## src/rtl/ps2_mouse_packet_tracker_defines.svh

```systemverilog
// Assertion macros shared by the mouse packet tracker RTL.
`ifndef PS2_MOUSE_PACKET_TRACKER_DEFINES_SVH
`define PS2_MOUSE_PACKET_TRACKER_DEFINES_SVH
`ifndef SYNTH
`define PS2MT_ASSERT_IMPLY(lbl, clk, rst_n, ante, cons) \
	lbl: assert property (@(posedge clk) disable iff (!rst_n) (ante) |-> (cons)) \
		else $error("ps2mt assertion failed (same cycle)");
`define PS2MT_ASSERT_NEXT(lbl, clk, rst_n, ante, cons) \
	lbl: assert property (@(posedge clk) disable iff (!rst_n) (ante) |=> (cons)) \
		else $error("ps2mt assertion failed (next cycle)");
`else
`define PS2MT_ASSERT_IMPLY(lbl, clk, rst_n, ante, cons)
`define PS2MT_ASSERT_NEXT(lbl, clk, rst_n, ante, cons)
`endif
`endif

```

## src/rtl/ps2mt_pkg.sv

```systemverilog
// Types and constants of the mouse packet tracker.
package ps2mt_pkg;

	localparam int POS_W = 15;
	localparam int SPEED_W = 10;
	localparam int DROP_W = 32;

	localparam logic [POS_W-1:0] POSITION_MAX = 15'd32767;
	localparam logic [POS_W-1:0] POS_RESET = POSITION_MAX / 2;

	localparam logic [SPEED_W-1:0] SPEED_RESET = 10'd32;
	localparam logic [SPEED_W-1:0] SPEED_LIMIT = 10'd512;

	// header byte bit positions
	localparam int HDR_LEFT = 0;
	localparam int HDR_RIGHT = 1;
	localparam int HDR_SYNC = 3;
	localparam int HDR_XSIGN = 4;
	localparam int HDR_YSIGN = 5;
	localparam int HDR_XOVF = 6;
	localparam int HDR_YOVF = 7;

	// which byte of the packet comes next
	typedef enum logic [1:0] {
		PH_HEADER = 2'd0,
		PH_XDATA  = 2'd1,
		PH_YDATA  = 2'd2
	} phase_t;

	// one axis of movement as carried in the packet
	typedef struct packed {
		logic [7:0] data;
		logic       neg;
		logic       ovf;
	} delta_t;

endpackage

```

## src/rtl/ps2mt_axis.sv

```systemverilog
// One axis of position update: scale the delta, add or subtract, clamp.
module ps2mt_axis (
	input  logic [ps2mt_pkg::POS_W-1:0]   pos,
	input  ps2mt_pkg::delta_t             delta,
	input  logic [ps2mt_pkg::SPEED_W-1:0] scale,
	input  logic                          sub,
	output logic [ps2mt_pkg::POS_W-1:0]   new_pos,
	output logic                          moved
);

	logic signed [8:0]  dval;
	logic signed [10:0] sc_s;
	logic signed [19:0] prod;
	logic signed [20:0] pos_ext;
	logic signed [20:0] sum;

	assign dval = delta.ovf ? 9'sd0 : $signed({delta.neg, delta.data});
	assign sc_s = $signed({1'b0, scale});
	assign prod = 20'(dval) * 20'(sc_s);
	assign pos_ext = $signed({6'b0, pos});
	assign sum = sub ? (pos_ext - 21'(prod)) : (pos_ext + 21'(prod));
	assign moved = (dval != 9'sd0);

	always_comb begin
		if (sum[20]) begin
			new_pos = '0;
		end else if (sum > $signed({6'b0, ps2mt_pkg::POSITION_MAX})) begin
			new_pos = ps2mt_pkg::POSITION_MAX;
		end else begin
			new_pos = sum[ps2mt_pkg::POS_W-1:0];
		end
	end

endmodule

```

## src/rtl/ps2_mouse_packet_tracker.sv

```systemverilog
// PS/2 mouse packet tracker: frames aux bytes into packets and keeps a position.
//
// Takes one raw auxiliary byte per input word and returns exactly one output
// word per byte. While no packet is open, a byte is taken as a header only if
// bit 3 is set and both overflow bits are clear; any other byte is dropped and
// counted in a 32-bit saturating counter. The next two bytes are the X and Y
// deltas, taken without checks. On the third byte the 9-bit signed deltas
// (zero where the overflow bit is set) are multiplied by speed_scale and added
// to the absolute position (Y subtracted, so down is positive), both axes
// clamped to 0..32767; left and right buttons are latched. Positions start at
// 16383, speed_scale at 32. A speed write of zero is ignored and values above
// 512 store 512; write it only while no word is in flight. Throughput is one
// byte per clock unless m_tready stalls the output; a byte passes the input
// register, then the result register. The cycle is set by the position feedback
// path through the 9x11 multiply, add and clamp. The result register lets a new
// byte enter while a finished word still waits on m_tready.
//
// m_tdata, from bit 0 up: pos_x[14:0], pos_y[29:15], button_bits[31:30],
// drop_total[63:32]. m_tuser, from bit 0 up: packet_done, state_changed,
// byte_dropped.
`include "ps2_mouse_packet_tracker_defines.svh"

module ps2_mouse_packet_tracker (
	input  logic        clk,
	input  logic        arst_n,
	// configuration: speed_scale
	input  logic        speed_we,
	input  logic [9:0]  speed_wdata,
	// input words
	input  logic        s_tvalid,
	output logic        s_tready,
	input  logic [7:0]  s_tdata,   // aux_byte_in[7:0]
	// output words
	output logic        m_tvalid,
	input  logic        m_tready,
	output logic [63:0] m_tdata,   // pos_x, pos_y, button_bits, drop_total
	output logic [2:0]  m_tuser    // packet_done, state_changed, byte_dropped
);

	localparam int PW = ps2mt_pkg::POS_W;
	localparam int DW = ps2mt_pkg::DROP_W;

	// input register
	logic       valid_s1;
	logic [7:0] byte_s1;

	// result register
	logic        valid_s2;
	logic [63:0] data_s2;
	logic [2:0]  user_s2;

	// tracker state
	ps2mt_pkg::phase_t                phase_q, phase_d;
	logic [7:0]                       hdr_q;
	logic [7:0]                       xbyte_q;
	logic [PW-1:0]                    pos_x_q, pos_y_q;
	logic [1:0]                       btn_q;
	logic [DW-1:0]                    drop_q;
	logic [ps2mt_pkg::SPEED_W-1:0]    speed_q;

	// next values
	logic          advance;
	logic          hdr_ok;
	logic          done, changed, dropped;
	logic [PW-1:0] pos_x_d, pos_y_d;
	logic [1:0]    btn_d;
	logic [DW-1:0] drop_d;

	ps2mt_pkg::delta_t dx, dy;
	logic [PW-1:0]     ax_x_pos, ax_y_pos;
	logic              ax_x_moved, ax_y_moved;

	// move a byte into the update stage when the result register is free
	assign advance  = valid_s1 && (!valid_s2 || m_tready);
	assign s_tready = !valid_s1 || advance;

	assign m_tvalid = valid_s2;
	assign m_tdata  = data_s2;
	assign m_tuser  = user_s2;

	assign hdr_ok = byte_s1[ps2mt_pkg::HDR_SYNC] && !byte_s1[ps2mt_pkg::HDR_XOVF]
		&& !byte_s1[ps2mt_pkg::HDR_YOVF];

	assign dx = '{data: xbyte_q, neg: hdr_q[ps2mt_pkg::HDR_XSIGN],
		ovf: hdr_q[ps2mt_pkg::HDR_XOVF]};
	assign dy = '{data: byte_s1, neg: hdr_q[ps2mt_pkg::HDR_YSIGN],
		ovf: hdr_q[ps2mt_pkg::HDR_YOVF]};

	ps2mt_axis u_axis_x (
		.pos     (pos_x_q),
		.delta   (dx),
		.scale   (speed_q),
		.sub     (1'b0),
		.new_pos (ax_x_pos),
		.moved   (ax_x_moved)
	);

	ps2mt_axis u_axis_y (
		.pos     (pos_y_q),
		.delta   (dy),
		.scale   (speed_q),
		.sub     (1'b1),
		.new_pos (ax_y_pos),
		.moved   (ax_y_moved)
	);

	// packet framing: next phase
	always_comb begin
		unique case (phase_q)
			ps2mt_pkg::PH_HEADER: begin
				phase_d = hdr_ok ? ps2mt_pkg::PH_XDATA : ps2mt_pkg::PH_HEADER;
			end
			ps2mt_pkg::PH_XDATA: begin
				phase_d = ps2mt_pkg::PH_YDATA;
			end
			ps2mt_pkg::PH_YDATA: begin
				phase_d = ps2mt_pkg::PH_HEADER;
			end
			default: begin
				phase_d = ps2mt_pkg::PH_HEADER;
			end
		endcase
	end

	// per-phase results and state updates
	always_comb begin
		done    = 1'b0;
		changed = 1'b0;
		dropped = 1'b0;
		pos_x_d = pos_x_q;
		pos_y_d = pos_y_q;
		btn_d   = btn_q;
		drop_d  = drop_q;
		unique case (phase_q)
			ps2mt_pkg::PH_HEADER: begin
				if (!hdr_ok) begin
					dropped = 1'b1;
					if (drop_q != '1) begin
						drop_d = drop_q + 1'b1;
					end
				end
			end
			ps2mt_pkg::PH_XDATA: begin
			end
			ps2mt_pkg::PH_YDATA: begin
				done    = 1'b1;
				pos_x_d = ax_x_pos;
				pos_y_d = ax_y_pos;
				btn_d   = {hdr_q[ps2mt_pkg::HDR_RIGHT], hdr_q[ps2mt_pkg::HDR_LEFT]};
				changed = ax_x_moved || ax_y_moved || (btn_d != btn_q);
			end
			default: begin
			end
		endcase
	end

	// input register: hold while the update stage is stalled
	always_ff @(posedge clk or negedge arst_n) begin
		if (!arst_n) begin
			valid_s1 <= 1'b0;
		end else if (s_tready) begin
			valid_s1 <= s_tvalid;
		end
	end

	always_ff @(posedge clk) begin
		if (s_tvalid && s_tready) begin
			byte_s1 <= s_tdata;
		end
	end

	// tracker state: advance once per byte
	always_ff @(posedge clk or negedge arst_n) begin
		if (!arst_n) begin
			phase_q <= ps2mt_pkg::PH_HEADER;
			hdr_q   <= '0;
			xbyte_q <= '0;
			pos_x_q <= ps2mt_pkg::POS_RESET;
			pos_y_q <= ps2mt_pkg::POS_RESET;
			btn_q   <= '0;
			drop_q  <= '0;
		end else if (advance) begin
			phase_q <= phase_d;
			if (phase_q == ps2mt_pkg::PH_HEADER && hdr_ok) begin
				hdr_q <= byte_s1;
			end
			if (phase_q == ps2mt_pkg::PH_XDATA) begin
				xbyte_q <= byte_s1;
			end
			pos_x_q <= pos_x_d;
			pos_y_q <= pos_y_d;
			btn_q   <= btn_d;
			drop_q  <= drop_d;
		end
	end

	// speed register: drop zero writes, limit to 512
	always_ff @(posedge clk or negedge arst_n) begin
		if (!arst_n) begin
			speed_q <= ps2mt_pkg::SPEED_RESET;
		end else if (speed_we && speed_wdata != '0) begin
			speed_q <= (speed_wdata > ps2mt_pkg::SPEED_LIMIT) ? ps2mt_pkg::SPEED_LIMIT
				: speed_wdata;
		end
	end

	// result register: load on advance, clear once taken
	always_ff @(posedge clk or negedge arst_n) begin
		if (!arst_n) begin
			valid_s2 <= 1'b0;
		end else if (advance) begin
			valid_s2 <= 1'b1;
		end else if (m_tready) begin
			valid_s2 <= 1'b0;
		end
	end

	always_ff @(posedge clk) begin
		if (advance) begin
			data_s2 <= {drop_d, btn_d, pos_y_d, pos_x_d};
			user_s2 <= {dropped, changed, done};
		end
	end

	`PS2MT_ASSERT_IMPLY(a_done_xor_drop, clk, arst_n, valid_s2, !(user_s2[0] && user_s2[2]))
	`PS2MT_ASSERT_IMPLY(a_change_needs_done, clk, arst_n, valid_s2 && user_s2[1], user_s2[0])
	`PS2MT_ASSERT_NEXT(a_drop_monotonic, clk, arst_n, advance, drop_q >= $past(drop_q))
	`PS2MT_ASSERT_IMPLY(a_speed_range, clk, arst_n, 1'b1,
		speed_q != '0 && speed_q <= ps2mt_pkg::SPEED_LIMIT)

endmodule

```

## config.mk

```make
export PLATFORM = sky130hd
export DESIGN_NAME = ps2_mouse_packet_tracker
export DESIGN_NICKNAME = d
export VERILOG_FILES = /design/src/rtl/ps2mt_pkg.sv /design/src/rtl/ps2mt_axis.sv /design/src/rtl/ps2_mouse_packet_tracker.sv
export VERILOG_INCLUDE_DIRS = /design/src /design/src/rtl
export SDC_FILE = /design/constraint.sdc
export NUM_CORES = 1
export LEC_CHECK = 0
export BUFFER_PORTS_ARGS = -buffer_cell sky130_fd_sc_hd__buf_2
export CAP_MARGIN = 20
export CORE_MARGIN = 2
export CORE_UTILIZATION = 45
export DETAILED_ROUTE_END_ITERATION = 16
export GPL_ROUTABILITY_DRIVEN = 0
export GPL_TIMING_DRIVEN = 0
export HOLD_SLACK_MARGIN = 0.1
export PLACE_DENSITY = 0.72
export SETUP_SLACK_MARGIN = 0.2
export SLEW_MARGIN = 20
export SYNTH_ARGS = -nofsm -noshare
export SYNTH_HDL_FRONTEND = slang
export SYNTH_HIERARCHICAL = 1
export SYNTH_SLANG_ARGS = --single-unit
```

## constraint.sdc

```tcl
create_clock -name clk -period 9.7 [get_ports clk]
set_clock_uncertainty 0.1 [all_clocks]
set_input_delay 1.94 -clock clk [delete_from_list [all_inputs] [get_ports clk]]
set_output_delay 1.94 -clock clk [all_outputs]
set_load 0.005 [all_outputs]
```

## After elaboration in Yosys (flattened, before gate mapping)

Index checks and enable logic that the tools add are counted.

| storage, ports and cells | value |
|---|---|
| register bits after elaboration | 169 |
| logic and storage cells | 67 |

| operators by class | value |
|---|---|
| muxes and demuxes | 19 |
| reductions and logical operators | 21 |
| $lt $le $gt $ge | 3 |
| eq/ne operators | 4 |
| multiply operators | 2 |
| $add $sub $neg | 3 |

Operators by type and width:

| operator | number |
|---|---|
| 32-bit 2-to-1 mux | 3 |
| 15-bit 2-to-1 mux | 6 |
| 21-bit by 16-bit greater-than comparator with 1-bit output, second input constant | 2 |
| 9-bit by 11-bit multiplier with 20-bit output | 2 |
| 32-bit by 1-bit adder with 32-bit output, second input constant | 1 |
| 32-bit != test, second input constant | 1 |
| 16-bit by 20-bit adder with 21-bit output | 1 |
| 16-bit by 20-bit subtractor with 21-bit output | 1 |
| 9-bit 2-to-1 mux | 2 |
| 9-bit nonzero test | 2 |
| 10-bit greater-than comparator, second input constant | 1 |
| 10-bit 2-to-1 mux | 1 |
| 10-bit nonzero test | 1 |
| 1-bit logical AND | 6 |
| 1-bit 2-to-1 mux | 5 |
| 1-bit zero test | 4 |
| 1-bit logical OR | 4 |
| 2-bit case mux with 2 select lines | 1 |
| 2-bit AND reduction | 2 |
| 2-bit by 1-bit equality test with 1-bit output, second input constant | 1 |
| 2-bit equality test, second input constant | 1 |
| 2-bit zero test | 1 |
| 2-bit 2-to-1 mux | 1 |
| 2-bit != test | 1 |
| 2-bit nonzero test | 1 |

## Depth between registers and ports, before layout

| depth | value |
|---|---|
| word-level depth | 7 |
| mapped depth | 36 |

## Cells and area by module

The synthesis kept the hierarchy.

By module, submodules not included:

| module | instances | area an instance (µm²) | seq. area each (µm²) | cells an instance |
|---|---|---|---|---|
| ps2_mouse_packet_tracker | 1 | 7259.5 | 4590.7 | 597 |
| ps2mt_axis (u_axis_y) | 1 | 4759.6 | 0.0 | 575 |
| ps2mt_axis (u_axis_x) | 1 | 4697.0 | 0.0 | 578 |

## Worst setup path before layout

No wires, ideal clock.

| timing path | value |
|---|---|
| path type | register to register |
| start point | register hdr_q[6] |
| end point | register data_s2[3] (netlist: m_tdata[3]) (data pin) |
| cell stages (with the launch flop) | 32 |
| period minus slack after synthesis | 7835 ps |
| required time | 9337 ps |
| arrival time | 7472 ps |
| setup slack | 1865 ps |
| cell sequence | dfrtp_1 > nand2b_1 > clkbuf_1 > or2_2 > fa_1 > fa_1 > inv_1 > fa_1 > fa_1 > inv_1 > fa_1 > inv_1 > ha_1 > nor2_1 > a21oi_1 > xor2_1 > nor3_4 > nor2_1 > xnor2_1 > ha_1 > clkbuf_1 > nand4_1 > a21oi_1 > o2bb2ai_1 > o41ai_1 > nand3_1 > mux2i_1 > nand4b_1 > o2bb2ai_2 > buf_6 > a21oi_1 > mux2_2 |

| between the ends | value |
|---|---|
| cells in the longest elaborated chain, start to end | 7 |

Ends and longest elaborated chain:

| element | RTL line | text |
|---|---|---|
| from (decl) | ps2_mouse_packet_tracker.sv:54 | `logic [7:0] hdr_q;` |
| from (signal assigned) | ps2_mouse_packet_tracker.sv:185 | `hdr_q <= byte_s1;` |
| 9-bit 2-to-1 mux * | ps2mt_axis.sv:17 | `assign dval = delta.ovf ? 9'sd0 : $signed({delta.neg, delta.data});` |
| 9-bit by 11-bit multiplier with 20-bit output * | ps2mt_axis.sv:19 | `assign prod = 20'(dval) * 20'(sc_s);` |
| 16-bit by 20-bit adder with 21-bit output * | ps2mt_axis.sv:21 | `assign sum = sub ? (pos_ext - 21'(prod)) : (pos_ext + 21'(prod));` |
| 21-bit by 16-bit greater-than comparator with 1-bit output | ps2mt_axis.sv:27 | `end else if (sum > $signed({6'b0, ps2mt_pkg::POSITION_MAX})) begin` |
| 15-bit 2-to-1 mux | ps2mt_axis.sv:27 |  |
| 15-bit 2-to-1 mux * | ps2mt_axis.sv:25 | `if (sum[20]) begin` |
| named net ax_x_pos[3] | ps2_mouse_packet_tracker.sv:70 | `logic [PW-1:0] ax_x_pos, ax_y_pos;` |
| 15-bit 2-to-1 mux * | ps2_mouse_packet_tracker.sv:134 | `unique case (phase_q)` |
| named net pos_x_d[3] | ps2_mouse_packet_tracker.sv:65 | `logic [PW-1:0] pos_x_d, pos_y_d;` |
| to (signal assigned) | ps2_mouse_packet_tracker.sv:220 | `data_s2 <= {drop_d, btn_d, pos_y_d, pos_x_d};` |
| to (decl) | ps2_mouse_packet_tracker.sv:49 | `logic [63:0] data_s2;` |

Mark *: on every way through the listed nets, which the timed path passes. The rest lies on a longest branch.
A chain may end at the register's enable or synchronous reset.

## Final worst setup path

Ends and elaborated chain as after synthesis.

==> qor.txt <==
Period utilization: 0.9278
Slowest stage delay, CP: 0.57 ns
Inst Count DP: 2313
Busiest grt layer: met2
Synth Flop Type: edfxtp_1
Wire per inst: 16.93 um
Share of cells above drive strength 1: 0.1486
Post-synth top area share: 0.1389
TritonRoute pass-1 iters: 7
Die H: 196.7 um
Initial antenna violation count: 0
Worst Setup Start Kind: flip-flop
Fin util: 0.5035
Post-DP HPWL: 30.67 mm
Synth cell types: 106
GRT overflow: 0
Die X-Extent: 196.7 um
RSZ-0062 raised after global routing: false
Hold Path Class: reg2reg
Peak Freq: 111.1 MHz
Synthesis-to-layout area growth: 10.26%
#FFs+latches synth: 167
Top post-synthesis cells by count: nand2_1 (224), inv_1 (148), ha_1 (147), fa_1 (116), and2_1 (109)
Clk pin slew, worst setup/hold paths: 0.07 ns
Multi-input logic area: 0.01120 mm^2
Worst Path Max Fanout: 10
Worst path bufs/invs: 6
Die ar.: 0.03870 mm^2
Required @ worst endpoint: 9.77 ns
Mean post-synth cell area: 9.552 um^2
Crit end category: flip-flop
Post-Synthesis Cells: 1750
WL final: 39.71 mm
Core area: 0.03661 mm^2
Worst EP arrival: 9.07 ns
Sequential area share after synthesis: 0.2746
Finished Layout Cells: 2345
Status: finished clean
Slew HR: 0.3146
Asr flop ratio synth: 0.5509
CTS root buffer: clkbuf_16
# DRC: 0
Via count: 13016
Final Max Slew Viols: 0
Max-cap violation count: 0
Slowest library cell on the worst path: o41ai_1
WHS: 0.3689 ns
Post-synth top area cell: fa_1
Worst-skew pair later-pin latency: 0.45 ns
Clock buffer depth: 2
Vias in the first global route: 13545
Number of vias per cell: 5.551
Starting Density: 0.4566
Ports: 92
Setup TNS: 0 ns
Critical path's top delay family: adder cells
Detail Route Antenna Nets: 0
Most frequent cell on the critical path: fa_1
Nets: 2150
Setup Fix Bufs, Post-CTS: 0
Worst-Margin Slew: 1.026 ns
CTS tree: yes
Met3 Track Usage GR: 0.03970
Final antenna diode count: 0
1st-iter DRT viols: 768
# rows: 70
CTS buffer count: 17
Ranking of synthesized cells by area: fa_1 (14%), edfxtp_1 (13%), ha_1 (11%)
Yosys warning total: 6
Critical path type: reg2reg
IO buf count: 90
Min Tclk post-route: 9.000 ns
Number of enable flip-flop cells after synthesis: 75
Sink Count: 167
First-pass GRT wire length: 66.97 mm
Final Hold Vio Count: 0
Fillers: 3328
Most frequent cell after synthesis: nand2_1
Total Routing Usage GR: 0.2140
Met2 usage: 0.3528
M1 GR Usage: 0.2818
Area of the mapped netlist: 0.01672 mm^2
# setup viols final: 0
Largest net degree at the start of global routing: 61
Seq. cell area: 0.004591 mm^2
H-tree depth: 4
==> worst register-to-register path, delay by kind of cell, from the launching register on <==
kind	cells	cell delay, ns
multiplexers	2	0.52
AND/OR/NAND/NOR	8	1.42
buffers and inverters	6	0.85
AO/OA/AOI/OAI	6	1.47
adder cells (fa/ha/maj)	7	3.26
XOR/XNOR	2	0.60
flip-flops	1	0.49
==> logic make-up after synthesis <==
kind of cell / share of synthesized area
AOI/OAI and AO/OA: 0.1023
DFF: 0.2746
other: 0.0004493
and+or+nand+nor: 0.2101
buffers and inverters: 0.05666
xor gates and xnor gates: 0.07013
muxes: 0.03675
adders and majority gates: 0.2490
==> final timing paths <==
| path | cells past startpoint | endpoint | start | slack, ns |
|---|---|---|---|---|
| hold reg to reg | 2 | pos_x_q[12] | pos_x_q[12] | 0.37 |
| min in group asynchronous | 1 | pos_y_q[14] | arst_n | 1.29 |
| setup / recovery | 31 | m_tdata[3] | hdr_q[6] | 0.70 |
| hold / removal | 2 | pos_x_q[12] | pos_x_q[12] | 0.37 |
| max in group asynchronous | 2 | pos_x_q[10] | arst_n | 7.54 |
| setup reg to reg | 31 | m_tdata[3] | hdr_q[6] | 0.70 |
==> routing by layer <==
metal,vias to the layer above,routed length (um)
met5,-,0
met4,0,1122
met3,73,2008
met2,330,18580
met1,6371,18000
li1,6242,-
==> layout by cell type, fill, tap and decap left out, drive strengths merged, types with 66 or more instances in the layout <==
cell / instances
xnor2: 66
nand2: 225
inv: 155
fa: 116
edfxtp: 75
ha: 147
nor2: 85
and2: 111
a21oi: 68
xor2: 67
buf: 119
==> flip-flops by register name, indices dropped and copies added, names as in the netlist <==
signal,flops
hdr_q,6
m_tdata,64
byte_s1,8
pos_x_q,15
pos_y_q,15
drop_q,32
valid_s1,1
phase_q,2
xbyte_q,8
btn_q,2
m_tvalid,1
speed_q,10
m_tuser,3
==> final cells by class <==
type	count	share of cell area
Multi-Input combinational cell	1365	0.6075
Sequential cell	167	0.2491
Tap cell	468	0.03177
Inverter	150	0.03055
Clock buffer	21	0.02736
Timing Repair Buffer	92	0.02736
Buffer	71	0.02104
Clock inverter	11	0.005363
==> metrics by stage <==
stage / instance area (um^2) / worst slack (ns)
after global placement: 17760 / 0.7935
after global routing: 18430 / 0.1930
after detailed placement: 17820 / 0.6793
final: 18430 / 0.7001
after CTS: 18420 / 0.6174
after floorplan: 16730 / 1.865
==> what timing repair did <==
action,4_1_cts,5_1_grt
gates resized for setup,0,1
hold buffers,0,0
setup endpoints to repair,0,20
Power is not shown: default switching activity piles up to over one toggle a cycle in this logic, so the estimate is an artifact.
